## src/rtl/core/bls_pkg.sv

```systemverilog
package bls_pkg;

  localparam int DATA_W = 32;
  localparam int CFG_W  = 6;
  localparam logic [CFG_W-1:0] CFG_RESET = 6'd32;

  typedef enum logic [1:0] {
    OP_PUSH = 2'd0,
    OP_POP  = 2'd1,
    OP_PEEK = 2'd2,
    OP_SHOW = 2'd3
  } op_t;

  typedef enum logic [1:0] {
    ST_OK       = 2'd0,
    ST_OVERFLOW = 2'd1,
    ST_EMPTY    = 2'd2
  } status_t;

  typedef enum logic [1:0] {
    S_IDLE,
    S_READ,
    S_SHOW
  } state_t;

  // One result beat
  typedef struct packed {
    status_t                   status;
    logic signed [DATA_W-1:0]  value;
    logic                      last;
  } result_t;

endpackage

```

## src/rtl/core/bls_ram.sv

```systemverilog
module bls_ram #(
  parameter int DEPTH = 32,
  parameter int AW    = $clog2(DEPTH)
) (
  input  logic                          clk,
  input  logic                          we,
  input  logic [AW-1:0]                 waddr,
  input  logic [bls_pkg::DATA_W-1:0]    wdata,
  input  logic [AW-1:0]                 raddr,
  output logic [bls_pkg::DATA_W-1:0]    rdata
);

  logic [bls_pkg::DATA_W-1:0] store_r [DEPTH];
  logic [bls_pkg::DATA_W-1:0] rdata_r;

  // Write port
  always_ff @(posedge clk) begin
    if (we) begin
      store_r[waddr] <= wdata;
    end
  end

  // Registered read port
  always_ff @(posedge clk) begin
    rdata_r <= store_r[raddr];
  end

  assign rdata = rdata_r;

endmodule

```

## src/rtl/core/bls_ctrl.sv

```systemverilog
module bls_ctrl #(
  parameter int DEPTH = 32,
  parameter int AW    = $clog2(DEPTH),
  parameter int CNT_W = $clog2(DEPTH + 1)
) (
  input  logic                              clk,
  input  logic                              rst_n,
  input  logic                              start,
  input  logic [1:0]                        op,
  input  logic signed [bls_pkg::DATA_W-1:0] value_in,
  input  logic [CNT_W-1:0]                  cap,
  output logic                              busy,
  // memory side
  output logic                              mem_we,
  output logic [AW-1:0]                     mem_waddr,
  output logic [bls_pkg::DATA_W-1:0]        mem_wdata,
  output logic [AW-1:0]                     mem_raddr,
  input  logic [bls_pkg::DATA_W-1:0]        mem_rdata,
  // result side
  output logic                              res_strobe,
  output bls_pkg::result_t                  res
);

  bls_pkg::state_t  state_r, state_nxt;
  logic [CNT_W-1:0] count_r, count_nxt;
  logic [AW-1:0]    idx_r, idx_nxt;
  logic             strobe_r, strobe_nxt;
  bls_pkg::result_t res_r, res_nxt;
  logic [CNT_W-1:0] count_dec;

  assign count_dec = count_r - CNT_W'(1);
  assign busy      = (state_r != bls_pkg::S_IDLE);

  // Control registers
  always_ff @(posedge clk) begin
    if (!rst_n) begin
      state_r  <= bls_pkg::S_IDLE;
      count_r  <= '0;
      strobe_r <= 1'b0;
    end else begin
      state_r  <= state_nxt;
      count_r  <= count_nxt;
      strobe_r <= strobe_nxt;
    end
  end

  // Payload registers
  always_ff @(posedge clk) begin
    idx_r <= idx_nxt;
    res_r <= res_nxt;
  end

  // Next state, memory requests and result beat
  always_comb begin
    state_nxt  = state_r;
    count_nxt  = count_r;
    idx_nxt    = idx_r;
    strobe_nxt = 1'b0;
    res_nxt    = res_r;
    mem_we     = 1'b0;
    mem_waddr  = count_r[AW-1:0];
    mem_wdata  = value_in;
    mem_raddr  = count_dec[AW-1:0];
    case (state_r)
      bls_pkg::S_IDLE: begin
        if (start) begin
          case (bls_pkg::op_t'(op))
            bls_pkg::OP_PUSH: begin
              strobe_nxt = 1'b1;
              res_nxt    = '{status: bls_pkg::ST_OK, value: '0, last: 1'b1};
              if (count_r >= cap) begin
                res_nxt.status = bls_pkg::ST_OVERFLOW;
              end else begin
                mem_we    = 1'b1;
                count_nxt = count_r + CNT_W'(1);
              end
            end
            bls_pkg::OP_POP, bls_pkg::OP_PEEK: begin
              if (count_r == '0) begin
                strobe_nxt = 1'b1;
                res_nxt    = '{status: bls_pkg::ST_EMPTY, value: '0, last: 1'b1};
              end else begin
                // read top now, answer when the data returns
                state_nxt = bls_pkg::S_READ;
                if (bls_pkg::op_t'(op) == bls_pkg::OP_POP) begin
                  count_nxt = count_dec;
                end
              end
            end
            bls_pkg::OP_SHOW: begin
              if (count_r == '0) begin
                strobe_nxt = 1'b1;
                res_nxt    = '{status: bls_pkg::ST_EMPTY, value: '0, last: 1'b1};
              end else begin
                idx_nxt   = count_dec[AW-1:0];
                state_nxt = bls_pkg::S_SHOW;
              end
            end
            default: begin
              state_nxt = bls_pkg::S_IDLE;
            end
          endcase
        end
      end
      bls_pkg::S_READ: begin
        strobe_nxt = 1'b1;
        res_nxt    = '{status: bls_pkg::ST_OK, value: mem_rdata, last: 1'b1};
        state_nxt  = bls_pkg::S_IDLE;
      end
      bls_pkg::S_SHOW: begin
        // data for idx_r is on the read port; fetch the one below
        strobe_nxt = 1'b1;
        res_nxt    = '{status: bls_pkg::ST_OK, value: mem_rdata, last: (idx_r == '0)};
        mem_raddr  = idx_r - AW'(1);
        if (idx_r == '0) begin
          state_nxt = bls_pkg::S_IDLE;
        end else begin
          idx_nxt = idx_r - AW'(1);
        end
      end
      default: begin
        state_nxt = bls_pkg::S_IDLE;
      end
    endcase
  end

  assign res_strobe = strobe_r;
  assign res        = res_r;

  // Checks
  a_count_bound: assert property (@(posedge clk) disable iff (!rst_n)
    count_r <= CNT_W'(DEPTH))
    else $error("entry count above depth");

  a_write_room: assert property (@(posedge clk) disable iff (!rst_n)
    mem_we |-> (state_r == bls_pkg::S_IDLE) && (count_r < cap))
    else $error("memory write without room");

  a_read_answers: assert property (@(posedge clk) disable iff (!rst_n)
    state_r == bls_pkg::S_READ |=> strobe_r && res_r.last)
    else $error("pop or peek gave no final beat");

  a_overflow_keeps: assert property (@(posedge clk) disable iff (!rst_n)
    strobe_r && (res_r.status == bls_pkg::ST_OVERFLOW) |-> $stable(count_r))
    else $error("refused push changed the count");

  a_show_ends: assert property (@(posedge clk) disable iff (!rst_n)
    (state_r == bls_pkg::S_SHOW) && (idx_r == '0) |=> state_r == bls_pkg::S_IDLE)
    else $error("show walk did not end at the bottom");

endmodule

```

## src/rtl/core/bounded_lifo_stack_top.sv

```systemverilog
// LIFO stack of signed 32-bit words, capacity set by cfg_wdata (saturated to DEPTH).
// Input: drive in_op and in_value_in with start high; the beat is taken on a
// clock edge where start is high and busy is low. Ops: push, pop, peek, show.
// Results: out_status, out_value_out, out_last are valid for one cycle while
// out_strobe is high. The receiver cannot stall; every beat must be taken.
// Result timing, shaped by the registered read port of the word memory:
//   push      one result in the cycle after accept, busy stays low, so a new item can be taken meanwhile
//   pop/peek  one result, registered after the S_READ state; busy while in S_READ
//   show      N results (N entries), top first, the first registered after
//             S_SHOW is entered and then one per cycle; busy through the walk
//   empty pop/peek/show: a single status beat in the cycle after accept
// out_last marks the final beat of each item. Push results carry value zero.
// Configuration: cfg_we writes the capacity register; write only while idle.
// Reset (rst_n low, synchronous) empties the stack and sets capacity to 32.
// Memory contents are not cleared; only entries below the count are read.
module bounded_lifo_stack_top #(
  parameter int DEPTH = 32
) (
  input  logic                              clk,
  input  logic                              rst_n,
  input  logic                              start,
  output logic                              busy,
  input  logic [1:0]                        in_op,
  input  logic signed [bls_pkg::DATA_W-1:0] in_value_in,
  output logic                              out_strobe,
  output logic [1:0]                        out_status,
  output logic signed [bls_pkg::DATA_W-1:0] out_value_out,
  output logic                              out_last,
  input  logic                              cfg_we,
  input  logic [bls_pkg::CFG_W-1:0]         cfg_wdata
);

  localparam int AW    = $clog2(DEPTH);
  localparam int CNT_W = $clog2(DEPTH + 1);

  logic [bls_pkg::CFG_W-1:0]  size_r;
  logic [CNT_W-1:0]           cap;
  logic                       mem_we;
  logic [AW-1:0]              mem_waddr;
  logic [AW-1:0]              mem_raddr;
  logic [bls_pkg::DATA_W-1:0] mem_wdata;
  logic [bls_pkg::DATA_W-1:0] mem_rdata;
  bls_pkg::result_t           res;

  // Capacity register
  always_ff @(posedge clk) begin
    if (!rst_n) begin
      size_r <= bls_pkg::CFG_RESET;
    end else if (cfg_we) begin
      size_r <= cfg_wdata;
    end
  end

  // Capacity in use, never above the built depth
  always_comb begin
    if (int'(size_r) > DEPTH) begin
      cap = CNT_W'(DEPTH);
    end else begin
      cap = CNT_W'(size_r);
    end
  end

  bls_ctrl #(
    .DEPTH (DEPTH)
  ) u_ctrl (
    .clk        (clk),
    .rst_n      (rst_n),
    .start      (start),
    .op         (in_op),
    .value_in   (in_value_in),
    .cap        (cap),
    .busy       (busy),
    .mem_we     (mem_we),
    .mem_waddr  (mem_waddr),
    .mem_wdata  (mem_wdata),
    .mem_raddr  (mem_raddr),
    .mem_rdata  (mem_rdata),
    .res_strobe (out_strobe),
    .res        (res)
  );

  bls_ram #(
    .DEPTH (DEPTH)
  ) u_ram (
    .clk   (clk),
    .we    (mem_we),
    .waddr (mem_waddr),
    .wdata (mem_wdata),
    .raddr (mem_raddr),
    .rdata (mem_rdata)
  );

  assign out_status    = res.status;
  assign out_value_out = res.value;
  assign out_last      = res.last;

endmodule
```

## config.mk

```make
export PLATFORM = sky130hd
export DESIGN_NAME = bounded_lifo_stack_top
export DESIGN_NICKNAME = d
export VERILOG_FILES = /design/src/rtl/core/bls_pkg.sv /design/src/rtl/core/bls_ram.sv /design/src/rtl/core/bls_ctrl.sv /design/src/rtl/core/bounded_lifo_stack_top.sv
export SDC_FILE = /design/constraint.sdc
export NUM_CORES = 1
export LEC_CHECK = 0
export ABC_AREA = 1
export BUFFER_PORTS_ARGS = -buffer_cell sky130_fd_sc_hd__clkbuf_2
export CAP_MARGIN = 5
export CELL_PAD_IN_SITES_DETAIL_PLACEMENT = 1
export CELL_PAD_IN_SITES_GLOBAL_PLACEMENT = 1
export CORE_UTILIZATION = 30
export CTS_CLUSTER_DIAMETER = 120
export DETAILED_ROUTE_END_ITERATION = 8
export HOLD_SLACK_MARGIN = 0.12
export PLACE_DENSITY = 0.57
export REMOVE_ABC_BUFFERS = 1
export SYNTH_ARGS = -nofsm -noshare
export SYNTH_HDL_FRONTEND = slang
export SYNTH_SLANG_ARGS = --single-unit
```

## constraint.sdc

```tcl
create_clock -name clk -period 3.4 [get_ports clk]
set_clock_uncertainty 0.05 [all_clocks]
set_input_delay 0.17 -clock clk [delete_from_list [all_inputs] [get_ports clk]]
set_output_delay 0.17 -clock clk [all_outputs]
set_load 0.02 [all_outputs]
```

# Word level (Yosys, flattened, before mapping)
# Memory sizes are Yosys's and may differ from the RTL's. A register that Yosys moved wholly into a read port is not among the register bits.
# Index checks and enable logic that the tools add are counted.
[totals]
ff_bits = 55
ram_bits = 1024
inputBits = 44
output_inout_bits = 37
memories = 1
[memory_table]
columns = ["name", "depth", "width", "read_ports", "rd_ports_with_merged_regs", "write_ports", "line_no", "rtl"]
rows = [
  ["u_ram.store_r", 32, 32, 1, 1, 1, "bls_ram.sv:13", "logic [bls_pkg::DATA_W-1:0] store_r [DEPTH];"],
]
[op_classes]
n_addsub = 3
magnitude_cmp = 2
n_eq_ne = 17
n_mux = 32
n_reduce_logical = 15
[ops]
columns = ["cell", "n"]
rows = [
  ["$pmux W35 S3", 1],
  ["$mux W35", 2],
  ["$pmux W35 S2", 1],
  ["$mux W5", 5],
  ["$mux W6", 4],
  ["$ne A2 B2 Y1 const B", 6],
  ["$pmux W6 S2", 1],
  ["$pmux W5 S2", 1],
  ["$reduce_and A5 Y1", 2],
  ["$mux W1", 9],
  ["$ne A3 B3 Y1 const B", 3],
  ["$mux W2", 4],
  ["$pmux W2 S2", 2],
  ["$add A6 B1 Y6 const B", 1],
  ["$eq A2 B2 Y1 const B", 3],
  ["$ge A6 B6 Y1", 1],
  ["$gt A6 B6 Y1 const B", 1],
  ["$logic_not A6 Y1", 1],
  ["$reduce_and A6 Y1", 1],
  ["$reduce_bool A2 Y1", 3],
  ["$sub A6 B1 Y6 const B", 1],
  ["$logic_not A5 Y1", 1],
  ["$sub A5 B1 Y5 const B", 1],
  ["$eq A2 B1 Y1 const B", 2],
  ["8 further kinds", 12],
]

# Depth between registers and ports, before layout
[depth]
word_depth = 9
mapped_depth = 15

# Cells and area by module
# From an unflattened synthesis, not the netlist that was laid out.
[unflattened]
hier_cells = 3906
area_unflattened_um2 = 45580.0
[modules_own_cells]
columns = ["mod", "n_inst", "cells_each", "area_per_inst_um2", "seq_area_each_um2"]
rows = [
  ["bls_ram", 1, 3536, 42405.7, 31390.1],
  ["bls_ctrl", 1, 323, 2891.5, 1381.3],
  ["bounded_lifo_stack_top", 1, 47, 282.8, 120.1],
]

# Worst setup path after synthesis
# Ideal clock, no wire load.
[synth_timing]
path_kind = "register to register"
startpoint = "register u_ctrl.count_r[0]"
endpoint = "memory u_ram.store_r[0][0] (netlist bit), enable pin"
setup_ps = 421
t_arrival_ps = 2839
required_ps = 2929
path_slack_ps = 90
stages_incl_launch_ff = 10
n_path_buf = 0
cell_sequence = "dfxtp_1 > inv_2 > ha_1 > o21ai_0 > nand2_1 > nand2_1 > nand2_1 > nor2_1 > nand2_1 > nor2_1"
[synth_via]
elab_chain_cells = 7
[synth_rtl]
columns = ["item", "line_no", "rtl"]
rows = [
  ["from (decl)", "bls_ctrl.sv:25", "logic [CNT_W-1:0] count_r, count_nxt;"],
  ["from (signal assigned)", "bls_ctrl.sv:42", "count_r <= count_nxt;"],
  ["$ge A6 B6 Y1", "bls_ctrl.sv:71", "if (count_r >= cap) begin"],
  ["$mux W1", "bls_ctrl.sv:71", ""],
  ["$mux W1", "bls_ctrl.sv:67", "case (bls_pkg::op_t'(op))"],
  ["$mux W1", "bls_ctrl.sv:66", "if (start) begin"],
  ["$mux W1", "bls_ctrl.sv:64", "case (state_r)"],
  ["$mux W1", "bls_ram.sv:18", "if (we) begin"],
  ["$mux W1 (implied by the code)", "bls_ram.sv:19", "store_r[waddr] <= wdata;"],
  ["to (decl)", "bls_ram.sv:13", ""],
]
# Parallel ways exist; a longest one is shown, timed or not.

# Worst setup path after layout
[layout_timing]
startpoint = "register u_ctrl.state_r[0]"
endpoint = "register u_ram.rdata_r, in the netlist u_ram.rdata[15], read port of u_ram.store_r"
[layout_via]
elab_chain_cells = 2
[layout_rtl]
columns = ["item", "line_no", "rtl"]
rows = [
  ["from (decl)", "bls_ctrl.sv:24", "bls_pkg::state_t state_r, state_nxt;"],
  ["from (signal assigned)", "bls_ctrl.sv:37", "state_r <= bls_pkg::S_IDLE;"],
  ["from (signal assigned)", "bls_ctrl.sv:41", "state_r <= state_nxt;"],
  ["$eq A2 B2 Y1", "bls_ctrl.sv:64", ""],
  ["$mux W5", "bls_ctrl.sv:64", ""],
  ["to (decl)", "bls_ram.sv:14", "logic [bls_pkg::DATA_W-1:0] rdata_r;"],
]
# Every way passes these cells.
# A chain may end at the register's enable or synchronous reset.

==> metrics.yaml <==
seq_area_frac_synth_pct: 67.7
slowest_delay_ns: 0.37
grt_first_pass_wirelength_um: 237000
cts_root_buf: "clkbuf_16"
tritoncts: "yes"
vias_per_cell: 4.81
worst_ep_required_time_ns: 3.93
final_core_util_pct: 35.4
intPower_uw: 28600
grt_pass1_vias: 34400
final_cell_area_sq_mm: 0.0568
core_sq_mm: 0.161
status: "completed"
grt_start_max_net_pins: 107
netlist_top_cells_area: "edfxtp_1 66%, nand3_1 12%, inv_1 7.4%"
gr-total-overflow: 0
synth_top_area_share_pct: 65.7
port_buffers: 80
tightestPinTransition_ns: 1.04
path_common_cell: "nand2_1"
hold_viol: 0
drv_cap: 0
die_h_um: 405
p_leak_uw: 0.0234
cts_made_buffers: 116
fin_crit_ns: 2.93
power_uw: 48700
cellPowerDensity_mw_per_mm2: 858
cts_setup_buffers: 0
syn2layout_area_growth_pct: 16.9
worstHoldPathType: "in -> reg"
rsz0062_at_grt: "false"
syn_avg_cell_area_sq_um: 10.4
ctsResizeCount: 0
avgRoutedWirePerCell_um: 22.7
pwr-share-seq_pct: 33.0
dpl_cell_area_sq_mm: 0.0527
clkTransAtPathRegs_ns: 0.06
dr_total_vias: 33900
antenna_found_initial: 4
comb_power_share_pct: 40.8
swShare_pct: 41.4
grt_use_total_pct: 19.5
finalWirelength_um: 160000
fin_hold_ws_ns: 0.146
post-route-period-util_pct: 86.2
io_pins: 81
clkSinkCount: 1111
yosys_warnings: 0
ys_types: 30
synth_seq_cells: 1111
firstDrtPassIters: 5
max-slew-margin-rel_pct: 30.4
drtIter0Drc: 2637
clock_path_buffers: 3
drc_errors: 0
h-tree-depth: 3
synth.largest_area_cell: "edfxtp_1"
fmax_mhz: 341
die_x_um: 405
critPathLaunchType: "flip-flop"
critPathSlowestCell: "buf_12"
syn-cell-area_sq_mm: 0.0486
die-area_sq_mm: 0.164
slew_viol_final: 0
final_nets: 4853
power_switching_uw: 20200
place_hpwl_um: 95600
core.rowCount: 147
synthCells: 4671
ctsHoldBuffers: 31
final_cells: 7052
start_util_pct: 30.2
critPathCaptureType: "flip-flop"
clkLatencyLatePin_ns: 0.75
worst-path-max-fanout: 92
cp_cell_sequence: "inv_1 -> ha_1 -> buf_4 -> nand2_4 -> nand2_4 -> buf_12 -> nand2_1 -> nand3_1 -> nand3_1 -> nand3_1 -> nand2_1 -> nand2_1 -> nand2_1"
max-vdd-ir-drop_mv: 0.682
drive_above_1_share_pct: 9.10
worstPathArrival_ns: 3.46
dp.cells: 6798
pwr-share-clk_pct: 26.2
setup_violations: 0
ant_nets: 0
crit_type: "reg -> reg"
place_congestion: 0.788
worst paths after layout:
path         cells after the start                              end  slack (ns)                            from
max                             13          u_ram.rdata[15]$_DFF_P_        0.47  u_ctrl.state_r[0]$_SDFFE_PN0P_
min                              1  u_ram.store_r[19][30]$_DFFE_PP_        0.15                 in_value_in[30]
max reg2reg                     13          u_ram.rdata[15]$_DFF_P_        0.47  u_ctrl.state_r[0]$_SDFFE_PN0P_
min reg2reg                      2         u_ctrl.res[23]$_DFFE_PP_        0.49         u_ram.rdata[22]$_DFF_P_
registers in the layout (all words and copies together), names as in the netlist:
register / cells
size_r: 6
u_ctrl.count_r: 6
u_ctrl.idx_r: 5
u_ctrl.res: 35
u_ctrl.res_strobe: 1
u_ctrl.state_r: 2
u_ram.rdata: 32
u_ram.store_r: 1024
placed cells by master (no fill, tap or decap), types with 2 or more instances in the layout:
cell / instances
a21oi_1: 8
buf_12: 55
buf_4: 93
bufinv_16: 5
clkbuf_1: 44
clkbuf_16: 121
clkbuf_2: 80
clkbuf_8: 19
clkinv_1: 11
clkinv_2: 18
dfxtp_1: 47
diode_2: 2
dlygate4sd3_1: 31
edfxtp_1: 1064
ha_1: 22
inv_1: 962
inv_2: 3
nand2_1: 900
nand2_2: 2
nand2_4: 6
nand2_8: 2
nand3_1: 1133
nand3b_1: 128
nand4_1: 7
nor2_1: 64
nor2_4: 32
o21ai_0: 15
o21ai_4: 3
cells in the mapped netlist (all sizes together):
master and count:
a21o 1, a21oi 10, and2 1, buf 144
clkbuf 117, dfxtp 47, edfxtp 1064, ha 22
inv 966, nand2 910, nand3 1133, nand3b 128
nand4 7, nor2 96, nor2b 1, nor3 1
nor4 1, o21ai 18, o21bai 1, or3 1
xnor2 1, xor2 1
layer usage:
metal / routed length [um] / track usage (%) / vias up
met1: 77700 / 28.6 / 17500
met4: 2430 / 4.28 / 0
met5: 0 / 0 / -
li1: - / - / 15600
met3: 6580 / 1.94 / 148
met2: 73300 / 31.0 / 697
power groups by stage:
stage / clock network (uW) / registers [uW] / logic, uW
global placement: 0 / 16400 / 19800
floorplan: 0 / 16400 / 10600
CTS: 13000 / 16100 / 20000
global route: 13500 / 16100 / 21500
finish: 12800 / 16100 / 19900
detailed placement: 0 / 16400 / 19900
critical path: cells and delay by family (launching register included):
| kind | cells | cell delay, ns |
|---|---|---|
| adders and majority gates | 1 | 0.18 |
| buffers and inverters | 3 | 0.72 |
| and+or+nand+nor | 9 | 1.36 |
| DFF | 1 | 0.36 |
cell families after synthesis:
| family | synth area share [%] |
|---|---|
| AO/OA/AOI/OAI | 0.335 |
| buffers and inverters | 9.83 |
| XOR/XNOR | 0.0360 |
| AND/OR/NAND/NOR | 21.6 |
| flip-flops | 67.7 |
| adder cells (fa/ha/maj) | 0.566 |
final cells by class:
cell class | instances | area (sq um)
fill | 17900 | 104000
sequential | 1111 | 32900
multi-input combinational | 2333 | 11300
inverter | 966 | 3630
clock buffer | 184 | 3450
tap | 2160 | 2700
timing repair buffer | 259 | 2510
clock inverter | 37 | 328
antenna | 2 | 5.00
metrics by stage:
| stage | TNS, ns | setup WS [ns] |
|---|---|---|
| 2_1_floorplan | -482.14 | -14.91 |
| 3_3_place_gp | 0 | 0.558 |
| 3_5_place_dp | 0 | 0.551 |
| 4_1_cts | 0 | 0.473 |
| 5_1_grt | 0 | 0.319 |
| 6_report | 0 | 0.469 |
(Power assumes the default switching activity.)
